**src/hw/rtl/dq_pkg.sv**
```systemverilog
package dq_pkg;

  // Width of one queue entry.
  localparam int unsigned WordW = 32;

  // Operation selector carried with each input request.
  typedef enum logic [1:0] {
    KIND_PUSH_FRONT = 2'd0,
    KIND_PUSH_REAR  = 2'd1,
    KIND_POP_FRONT  = 2'd2,
    KIND_POP_REAR   = 2'd3
  } dq_kind_t;

  // Completion status returned with each result.
  typedef enum logic [1:0] {
    STAT_OK        = 2'd0,
    STAT_OVERFLOW  = 2'd1,
    STAT_UNDERFLOW = 2'd2
  } dq_status_t;

  // Command broadcast from the controller to every cell of the row.
  typedef enum logic [2:0] {
    CMD_HOLD,
    CMD_PUSH_FRONT,
    CMD_PUSH_REAR,
    CMD_POP_FRONT,
    CMD_POP_REAR
  } dq_cmd_op_t;

  typedef struct packed {
    dq_cmd_op_t        op;
    logic [WordW-1:0]  push_word;
  } dq_cmd_t;

  // Controller sequencing states.
  typedef enum logic {
    ST_IDLE,
    ST_SWEEP
  } dq_state_t;

endpackage

```
**src/hw/rtl/dq_cell.sv**
```systemverilog
module dq_cell
  import dq_pkg::*;
#(
  parameter int unsigned DEPTH = 8,
  parameter int unsigned INDEX = 0
) (
  input  logic                           clk,
  input  dq_cmd_t                        cmd,
  input  logic [$clog2(DEPTH+1)-1:0]     count,
  input  logic [WordW-1:0]               left_word,
  input  logic [WordW-1:0]               right_word,
  input  logic [WordW-1:0]               pick_in,
  output logic [WordW-1:0]               word,
  output logic [WordW-1:0]               pick
);

  localparam int unsigned CntW = $clog2(DEPTH + 1);

  logic [WordW-1:0] word_r, word_nxt;
  logic [WordW-1:0] pick_r, pick_nxt;
  logic             is_rear_slot;
  logic             is_last_entry;

  // This cell is the first free slot, or the last held entry.
  assign is_rear_slot  = (count == CntW'(INDEX));
  assign is_last_entry = (count == CntW'(INDEX + 1));

  // Entry update: shift toward the rear, shift toward the front, or load.
  always_comb begin
    word_nxt = word_r;
    unique case (cmd.op)
      CMD_PUSH_FRONT: begin
        word_nxt = (INDEX == 0) ? cmd.push_word : left_word;
      end
      CMD_PUSH_REAR: begin
        if (is_rear_slot) begin
          word_nxt = cmd.push_word;
        end
      end
      CMD_POP_FRONT: begin
        word_nxt = right_word;
      end
      CMD_HOLD, CMD_POP_REAR: begin
        word_nxt = word_r;
      end
      default: begin
        word_nxt = word_r;
      end
    endcase
  end

  // The pick line moves the popped rear entry one cell toward the tail a cycle.
  always_comb begin
    if (cmd.op == CMD_POP_REAR && is_last_entry) begin
      pick_nxt = word_r;
    end else begin
      pick_nxt = pick_in;
    end
  end

  always_ff @(posedge clk) begin
    word_r <= word_nxt;
    pick_r <= pick_nxt;
  end

  assign word = word_r;
  assign pick = pick_r;

endmodule

```
**src/hw/rtl/dq_ctrl.sv**
```systemverilog
module dq_ctrl
  import dq_pkg::*;
#(
  parameter int unsigned DEPTH = 8
) (
  input  logic                           clk,
  input  logic                           rst_n,
  input  logic                           in_valid,
  output logic                           in_ready,
  input  dq_kind_t                       in_kind,
  input  logic [WordW-1:0]               in_word,
  input  logic [WordW-1:0]               head_word,
  input  logic [WordW-1:0]               pick_tail,
  output dq_cmd_t                        cmd,
  output logic [$clog2(DEPTH+1)-1:0]     count,
  output logic                           out_valid,
  input  logic                           out_ready,
  output logic [1:0]                     out_status,
  output logic [WordW-1:0]               out_word,
  output logic [3:0]                     out_fill
);

  localparam int unsigned CntW = $clog2(DEPTH + 1);
  localparam int unsigned IdxW = $clog2(DEPTH);

  dq_state_t         state_r, state_nxt;
  logic [CntW-1:0]   count_r, count_nxt;
  logic [IdxW-1:0]   rem_r, rem_nxt;
  logic              out_valid_r, out_valid_nxt;
  dq_status_t        status_r, status_nxt;
  logic [WordW-1:0]  pop_r, pop_nxt;
  logic [CntW-1:0]   fill_r, fill_nxt;
  logic [CntW-1:0]   gap;
  logic [CntW+3:0]   fill_ext;
  logic              full;
  logic              empty;
  logic              take;

  assign full  = (count_r == CntW'(DEPTH));
  assign empty = (count_r == '0);
  assign gap   = CntW'(DEPTH) - count_r;

  // A new request waits until the sequencer is idle and the result slot frees.
  assign in_ready = (state_r == ST_IDLE) && (!out_valid_r || out_ready);
  assign take     = in_valid && in_ready;

  // Next state, cell command and result.
  always_comb begin
    state_nxt     = state_r;
    count_nxt     = count_r;
    rem_nxt       = rem_r;
    out_valid_nxt = out_valid_r && !out_ready;
    status_nxt    = status_r;
    pop_nxt       = pop_r;
    fill_nxt      = fill_r;
    cmd.op        = CMD_HOLD;
    cmd.push_word = in_word;

    unique case (state_r)
      ST_IDLE: begin
        if (take) begin
          unique case (in_kind)
            KIND_PUSH_FRONT, KIND_PUSH_REAR: begin
              out_valid_nxt = 1'b1;
              pop_nxt       = '0;
              if (full) begin
                status_nxt = STAT_OVERFLOW;
                fill_nxt   = count_r;
              end else begin
                cmd.op     = (in_kind == KIND_PUSH_FRONT) ? CMD_PUSH_FRONT : CMD_PUSH_REAR;
                count_nxt  = count_r + 1'b1;
                status_nxt = STAT_OK;
                fill_nxt   = count_r + 1'b1;
              end
            end
            KIND_POP_FRONT: begin
              out_valid_nxt = 1'b1;
              if (empty) begin
                status_nxt = STAT_UNDERFLOW;
                pop_nxt    = '0;
                fill_nxt   = count_r;
              end else begin
                cmd.op     = CMD_POP_FRONT;
                count_nxt  = count_r - 1'b1;
                status_nxt = STAT_OK;
                pop_nxt    = head_word;
                fill_nxt   = count_r - 1'b1;
              end
            end
            KIND_POP_REAR: begin
              if (empty) begin
                out_valid_nxt = 1'b1;
                status_nxt    = STAT_UNDERFLOW;
                pop_nxt       = '0;
                fill_nxt      = count_r;
              end else begin
                // The rear entry travels down the pick line to the tail cell.
                cmd.op    = CMD_POP_REAR;
                count_nxt = count_r - 1'b1;
                rem_nxt   = gap[IdxW-1:0];
                state_nxt = ST_SWEEP;
              end
            end
            default: begin
              state_nxt = ST_IDLE;
            end
          endcase
        end
      end
      ST_SWEEP: begin
        if (rem_r == '0) begin
          out_valid_nxt = 1'b1;
          status_nxt    = STAT_OK;
          pop_nxt       = pick_tail;
          fill_nxt      = count_r;
          state_nxt     = ST_IDLE;
        end else begin
          rem_nxt = rem_r - 1'b1;
        end
      end
      default: begin
        state_nxt = ST_IDLE;
      end
    endcase
  end

  // Control state.
  always_ff @(posedge clk) begin
    if (!rst_n) begin
      state_r     <= ST_IDLE;
      count_r     <= '0;
      out_valid_r <= 1'b0;
    end else begin
      state_r     <= state_nxt;
      count_r     <= count_nxt;
      out_valid_r <= out_valid_nxt;
    end
  end

  // Result payload and sweep distance.
  always_ff @(posedge clk) begin
    rem_r    <= rem_nxt;
    status_r <= status_nxt;
    pop_r    <= pop_nxt;
    fill_r   <= fill_nxt;
  end

  // The reported count keeps its low four bits.
  assign fill_ext   = {4'b0000, fill_r};
  assign count      = count_r;
  assign out_valid  = out_valid_r;
  assign out_status = status_r;
  assign out_word   = pop_r;
  assign out_fill   = fill_ext[3:0];

endmodule

```
**src/hw/rtl/double_ended_queue_core.sv**
```systemverilog
// Bounded double-ended queue built as a row of DEPTH entry cells, front at cell 0.
// Pushes, front pops and failed requests return their result in the cycle after acceptance.
// A rear pop sends the entry down a registered pick line to the tail cell,
// and its result is returned once the entry reaches the tail.
// One request in flight: one request per cycle while results are taken, a rear pop excepted.
// Synchronous active-low reset empties the queue; entry contents are not cleared.
module double_ended_queue_core
  import dq_pkg::*;
#(
  parameter int unsigned DEPTH = 8
) (
  input  logic        clk,
  input  logic        rst_n,
  input  logic        in_tvalid,
  output logic        in_tready,
  input  logic [31:0] in_tdata,   // [31:0] push_value
  input  logic [1:0]  in_tuser,   // [1:0] kind
  output logic        out_tvalid,
  input  logic        out_tready,
  output logic [39:0] out_tdata,  // [31:0] pop_value, [35:32] fill_count, [39:36] zero
  output logic [1:0]  out_tuser   // [1:0] status
);

  localparam int unsigned CntW = $clog2(DEPTH + 1);

  dq_cmd_t           cmd;
  logic [CntW-1:0]   count;
  logic [WordW-1:0]  word_w [DEPTH];
  logic [WordW-1:0]  pick_w [DEPTH];
  logic [WordW-1:0]  pop_word;
  logic [3:0]        fill;

  // Sequencer, fill count and result register.
  dq_ctrl #(
    .DEPTH (DEPTH)
  ) u_ctrl (
    .clk        (clk),
    .rst_n      (rst_n),
    .in_valid   (in_tvalid),
    .in_ready   (in_tready),
    .in_kind    (dq_kind_t'(in_tuser)),
    .in_word    (in_tdata),
    .head_word  (word_w[0]),
    .pick_tail  (pick_w[DEPTH-1]),
    .cmd        (cmd),
    .count      (count),
    .out_valid  (out_tvalid),
    .out_ready  (out_tready),
    .out_status (out_tuser),
    .out_word   (pop_word),
    .out_fill   (fill)
  );

  // Row of entry cells, each linked to its neighbors.
  for (genvar i = 0; i < DEPTH; i++) begin : g_cell
    logic [WordW-1:0] left_word;
    logic [WordW-1:0] right_word;
    logic [WordW-1:0] pick_in;

    if (i == 0) begin : g_first
      assign left_word = '0;
      assign pick_in   = '0;
    end else begin : g_inner
      assign left_word = word_w[i-1];
      assign pick_in   = pick_w[i-1];
    end

    if (i == DEPTH - 1) begin : g_last
      assign right_word = '0;
    end else begin : g_notlast
      assign right_word = word_w[i+1];
    end

    dq_cell #(
      .DEPTH (DEPTH),
      .INDEX (i)
    ) u_cell (
      .clk        (clk),
      .cmd        (cmd),
      .count      (count),
      .left_word  (left_word),
      .right_word (right_word),
      .pick_in    (pick_in),
      .word       (word_w[i]),
      .pick       (pick_w[i])
    );
  end

  assign out_tdata = {4'b0000, fill, pop_word};

endmodule
```
**config.mk**
```make
export PLATFORM = sky130hd
export DESIGN_NAME = double_ended_queue_core
export DESIGN_NICKNAME = d
export VERILOG_FILES = /design/src/hw/rtl/dq_pkg.sv /design/src/hw/rtl/dq_cell.sv /design/src/hw/rtl/dq_ctrl.sv /design/src/hw/rtl/double_ended_queue_core.sv
export SDC_FILE = /design/constraint.sdc
export NUM_CORES = 1
export LEC_CHECK = 0
export ABC_AREA = 1
export BUFFER_PORTS_ARGS = -buffer_cell sky130_fd_sc_hd__buf_4
export CORE_MARGIN = 2
export CORE_UTILIZATION = 48
export CTS_CLUSTER_DIAMETER = 100
export DETAILED_ROUTE_END_ITERATION = 16
export PLACE_DENSITY = 0.69
export SLEW_MARGIN = 10
export SYNTH_ARGS = -nofsm -noshare
export SYNTH_HDL_FRONTEND = slang
export SYNTH_SLANG_ARGS = --single-unit
```
**constraint.sdc**
```tcl
create_clock -name clk -period 3.4 [get_ports clk]
set_input_delay 0.17 -clock clk [delete_from_list [all_inputs] [get_ports clk]]
set_output_delay 0.17 -clock clk [all_outputs]
set_load 0.02 [all_outputs]
```
**Word level (Yosys, flattened, before mapping)**

Index checks and enable logic that the tools add are counted.

- Add/subtract/negate cells: 4
- Eq/ne operators: 29
- Multiplexer cells: 66
- Bitwise logic cells: 1
- Reductions and logical operators: 32

Operators with widths:

| cell | count |
|---|---|
| case mux 32 bit (3 select lines) | 9 |
| two-way mux 32 bit | 19 |
| case mux 32 bit (2 select lines) | 1 |
| two-way mux 3 bit | 8 |
| two-way mux 4 bit | 5 |
| != test 2 x 1 -> 1 bit, second input constant | 9 |
| AND reduction 2 bit | 9 |
| == test 4 x 3 -> 1 bit, second input constant | 4 |
| case mux 4 bit (2 select lines) | 2 |
| two-way mux 2 bit | 6 |
| case mux 4 bit (3 select lines) | 1 |
| logical AND 1 bit | 11 |
| case mux 3 bit (3 select lines) | 1 |
| == test 4 x 2 -> 1 bit, second input constant | 2 |
| two-way mux 1 bit | 8 |
| != test 2 bit, second input constant | 4 |
| == test 3 x 2 -> 1 bit, second input constant | 2 |
| case mux 1 bit (2 select lines) | 3 |
| case mux 2 bit (3 select lines) | 1 |
| case mux 3 bit (2 select lines) | 1 |
| adder 4 x 1 -> 4 bit, second input constant | 1 |
| == test 2 bit, second input constant | 2 |
| == test 4 x 1 -> 1 bit, second input constant | 1 |
| == test 4 bit, second input constant | 1 |
| other kinds (19) | 21 |

- Bits in registers: 559
- Input port bits: 38
- Output and inout bits: 44
- Word-level logic and storage cells: 155

**Depth between registers and ports, before layout**

- Word-level depth: 9
- Depth in mapped cells: 11

**Modules after synthesis**

A second synthesis with hierarchy kept.

- Cell total of the unflattened synthesis: 2,929
- Area, all modules: 25,599.6 um2

Modules (own cells, without submodules):

| module | times used | cells each | area an instance (um2) | seq. area each (um2) |
|---|---|---|---|---|
| dq_cell (g_cell[2].u_cell) | 1 | 334 | 2,912.8 | 1,601.5 |
| dq_cell (g_cell[3].u_cell) | 1 | 331 | 2,900.3 | 1,601.5 |
| dq_cell (g_cell[6].u_cell) | 1 | 333 | 2,895.3 | 1,601.5 |
| dq_cell (g_cell[7].u_cell) | 1 | 331 | 2,895.3 | 1,601.5 |
| dq_cell (g_cell[1].u_cell) | 1 | 331 | 2,891.5 | 1,601.5 |
| dq_cell (g_cell[4].u_cell) | 1 | 330 | 2,885.3 | 1,601.5 |
| dq_cell (g_cell[5].u_cell) | 1 | 330 | 2,877.8 | 1,601.5 |
| dq_ctrl | 1 | 317 | 2,657.5 | 1,351.3 |
| dq_cell (g_cell[0].u_cell) | 1 | 287 | 2,650.0 | 1,601.5 |
| double_ended_queue_core | 1 | 5 | 33.8 | 0.0 |

**Worst setup path before layout**

No wires, ideal clock.

- Kind: register to register
- From: register u_ctrl.count_r[0] (netlist: u_ctrl.count[0])
- To: register g_cell[3].u_cell.word_r[0], enable pin
- Arrival time: 3,206 ps
- Data required time: 2,975 ps
- Slack: -231 ps
- Stages on the path, launching flop included: 11
- Cell sequence: dfxtp_1 -> clkbuf_1 -> inv_1 -> ha_1 -> nand3_2 -> nor2_4 -> nor2_8 -> nand2_2 -> buf_6 -> buf_4 -> o21ai_1

- Cells in the longest elaborated chain, start to end: 8
- Elaborated cells between the ends (all ways): 15

RTL lines:

| what | RTL line | text |
|---|---|---|
| from (decl) | dq_ctrl.sv:27 | `logic [CntW-1:0] count_r, count_nxt;` |
| from (signal assigned) | dq_ctrl.sv:135 | `count_r <= count_nxt;` |
| == test 4 bit or logical NOT 4 bit (tied branches) | dq_ctrl.sv:39, dq_ctrl.sv:40 |  |
| two-way mux 3 bit, or another cell as far along | dq_ctrl.sv:66 | `if (full) begin` |
| case mux 3 bit (3 select lines) | dq_ctrl.sv:62 | `unique case (in_kind)` |
| two-way mux 3 bit | dq_ctrl.sv:61 | `if (take) begin` |
| two-way mux 3 bit | dq_ctrl.sv:59 | `unique case (state_r)` |
| == test 3 x 2 -> 1 bit or == test 3 x 1 -> 1 bit (tied branches) | dq_cell.sv:31 | `unique case (cmd.op)` |
| != test 2 x 1 -> 1 bit (no line) or nonzero test 3 bit (tied branches) | - |  |
| AND reduction 2 bit (no line) * | - |  |
| to (signal assigned) | dq_cell.sv:62 | `word_r <= word_nxt;` |
| to (decl) | dq_cell.sv:19 | `logic [WordW-1:0] word_r, word_nxt;` |

Mark *: on every way between the ends. The rest lies on a longest branch, timed or not.
A chain may end at the register's enable or synchronous reset.

**Worst setup path in the final report**

- From: register u_ctrl.count_r[0] (netlist: u_ctrl.count[0])
- To: register g_cell[5].u_cell.word_r[31], data pin

- Cells in the longest elaborated chain, start to end: 7
- Elaborated cells between the ends (all ways): 12

RTL lines:

| what | RTL line |
|---|---|
| == test 4 bit or logical NOT 4 bit (tied branches) | dq_ctrl.sv:39, dq_ctrl.sv:40 |
| two-way mux 3 bit, or another cell as far along | dq_ctrl.sv:66 |
| case mux 3 bit (3 select lines) * | dq_ctrl.sv:62 |
| two-way mux 3 bit * | dq_ctrl.sv:61 |
| two-way mux 3 bit * | dq_ctrl.sv:59 |
| == test 3 x 2 -> 1 bit or == test 3 x 1 -> 1 bit (tied branches) | dq_cell.sv:31 |
| case mux 32 bit (3 select lines) * | dq_cell.sv:31 |
| net g_cell[5].u_cell.word_nxt[31] | dq_cell.sv:19 |
| to (signal assigned) | dq_cell.sv:62 |
| to (decl) | dq_cell.sv:19 |

Mark *: on every way through the listed nets, which the timed path passes. The rest lies on a longest branch.

==> flow_summary.toml <==
[yosys]
synth.most_common_cell = "nand2_1"
synth_area_um2 = 23290
yosysWarningCount = 0
yosysTopAreaCell = "edfxtp_1"
yosys-top-cells-area = "edfxtp_1 38%, dfxtp_1 23%, nand2_1 11%, nand3_1 7.9%, nand4_1 5.2%"
synth_edf_count = 297
ys_types = 37
synth_common_cells = "686 x nand2_1, 367 x nand3_1, 297 x edfxtp_1"
seq_area_frac_synth_pct = 60.81
synth_top_area_share_pct = 38.29
syn_inst = 2410
syn_area_per_cell_um2 = 9.664
synth_seq_cells = 559
synthFlopType = "edfxtp_1"
async_reset_ff_share_pct = 0

[clock_network]
numCtsBuffers = 55
clock_latency_ns = 0.61
cts_sinks = 559
ctsRootBufferMaster = "clkbuf_16"
cts_buffer_depth = 3
cts.htree.levels = 2
cts_setup_buffers = 0
clkTransAtPathRegs_ns = 0.06
cts_tree = "built"

[critical_path]
crit-reg2reg-launch = "u_ctrl.count[0]"
timing_worst_setup_path_type = "register to register"
crit_required_ns = 3.86
critPathArrivalTime_ns = 3.39
rrSetupSlack_ns = 0.46
worstPathMaxFanout = 60
start_kind = "register"
r2r_cells = 8
cp-end-kind = "register"
r2r-end = "g_cell[5].u_cell.word[31]"

[route]
drtPass1Iterations = 6
viasPerCell = 5.894
routedWlPerCell_um = 20.94
vias = 18380
wl_um = 65320
drtIter0Drc = 2276
drc = 0
postRouteAntennaNets = 0

[placed_design]
dpl.hpwl_um = 36460
port_buffers = 77
gp_congestion = 0.8423
post-place-ws_ns = 0.5614

[finish]
antenna_cells = 0
nNetsFinal = 2503
syn2layout_area_growth_pct = 14.49
final.fill_count = 4148
drive_gt1_share_pct = 11.86
postLayoutCoreUtil_pct = 55.73

[grt]
grt_overflow = 0
grt_use_met3_pct = 4.938
antenna_found_initial = 0
grt_max_degree = 141
grt_usage_pct = 25.91
top_usage_layer = "met2"
grt_use_met1_pct = 35.14
grt_use_met2_pct = 41.71
grt_pass1_wl_um = 101500
grt_pass1_vias = 17770

[timing]
period_share_pct = 86.35
min_period_ns = 2.936
max-slew-margin-rel_pct = 37.16
fmax_ghz = 0.3406
hold_viol_final = 0
finClkSkew_ns = 0.01592
worst_pin_slew_ns = 0.9425
slew_violations = 0
finalSetupTns_ns = 0
setup_slack_ns = 0.4641
setup_viol = 0
rsz0062_at_grt = "no"

[status]
status = "finished clean"

[power_and_ir_drop]
sequentialPowerShare_pct = 49.0
p_sw_share_pct = 26.43
p_leak_nw = 11.21
p_sw_mw = 4.212
powerDensity_nw_per_um2 = 597.8
p_clk_share_pct = 38.7
combinationalPowerShare_pct = 12.2
p_int_mw = 11.73
ir_drop_mv = 0.3761

[worst_hold_path]
hold_path.class = "input port to register"
holdPathStages = 4
min_to = "u_ctrl.count[2]"
worstHoldStart = "in_tvalid"

[floorplan]
row_count = 80
initial_core_util_pct = 48.68
die_h_um = 224.3
io_pins = 82
die_area_um2 = 50300
die_width_um = 224.3
coreArea_um2 = 47850

[flow_run]
drv_cap = 0
placed cells by master, fill, tap and decap left out, drive strengths merged, types with 2 or more instances in the layout:
cell / count
nand2: 694
nand3: 371
edfxtp: 297
dfxtp: 262
nand4: 227
o21ai: 147
buf: 139
inv: 131
clkbuf: 81
nor2: 49
dlygate4sd3: 34
o31ai: 32
clkinv: 17
ha: 6
a21oi: 5
conb: 4
nor3: 2
bufinv: 2
power by group through the flow:
stage	Clock, mW	Sequential (mW)	Combinational [mW]
2_1_floorplan	0	7.97	1.18
3_3_place_gp	0	7.94	1.85
3_5_place_dp	0	7.95	1.88
4_1_cts	6.25	7.81	1.93
5_1_grt	6.53	7.85	2.09
6_report	6.17	7.82	1.95
critical path, stage by stage (launching register included):
cell and delay [ns]:
dfxtp_1 0.53, inv_1 0.19, ha_1 0.32, nand2_4 0.21
nand2_8 0.17, nand2_8 0.29, buf_4 0.62, nand4_1 0.21
nand3_1 0.17
per-layer routing:
layer | wire, µm | up-vias
met5 | 0 | -
met4 | 1889 | 0
met1 | 26950 | 8845
li1 | - | 8452
met3 | 6360 | 134
met2 | 30120 | 953
state kept, by name (all words and copies together) (netlist names), 2 cells and up:
register and flops:
g_cell.u_cell.pick 256, u_ctrl.count 4, u_ctrl.out_word 32, u_ctrl.rem_r 3, u_ctrl.out_status 2, u_ctrl.out_fill 4
g_cell.u_cell.word 256
per-stage QoR:
stage | area, µm² | cells | power, mW | hold slack [ns]
final | 26670 | 3119 | 15.94 | 0.03991
after global routing | 26670 | 3119 | 16.48 | 0.07330
after CTS | 26670 | 3119 | 15.99 | 0.02605
after detailed placement | 24480 | 2983 | 9.835 | 0.4032
after global placement | 24480 | 2983 | 9.792 | 0.3994
after floorplan | 23300 | 2413 | 9.144 | 0.2676
worst max-delay path by stage:
stage	from	endpoint	slack, ns	cells after the start
floorplan	u_ctrl.count[0]	g_cell[3].u_cell.word[0]	-0.23	10
global placement	u_ctrl.count[0]	g_cell[0].u_cell.word[17]	0.62	9
detailed placement	u_ctrl.count[0]	g_cell[0].u_cell.word[22]	0.56	9
CTS	u_ctrl.count[0]	g_cell[0].u_cell.word[17]	0.53	9
global route	u_ctrl.count[0]	g_cell[6].u_cell.word[10]	0.30	9
finish	u_ctrl.count[0]	g_cell[5].u_cell.word[31]	0.46	8
kinds of logic after synthesis:
logic type	share of synthesized area, %
and+or+nand+nor	28.02
other	0.01610
adders and majority gates	0.3223
AOI/OAI and AO/OA	4.362
buffers and inverters	6.425
xor gates and xnor gates	0.03761
DFF	60.81
cell type report:
type | count | area (µm²) | share of cell area, %
inverters | 130 | 496.7 | 1.863
well taps | 615 | 769.5 | 2.886
repair buffers | 173 | 1634 | 6.128
multi-input cells | 1540 | 7760 | 29.10
flip-flops and latches | 559 | 14160 | 53.12
clock inverters | 21 | 172.7 | 0.6475
clock buffers | 81 | 1668 | 6.255
timing repair:
action,CTS,global route
endpoints found under the hold margin,51,0
setup endpoints to repair,0,0
resized for setup,0,0
hold buffers,34,0
No activity file was read; power rests on OpenSTA's default activity.
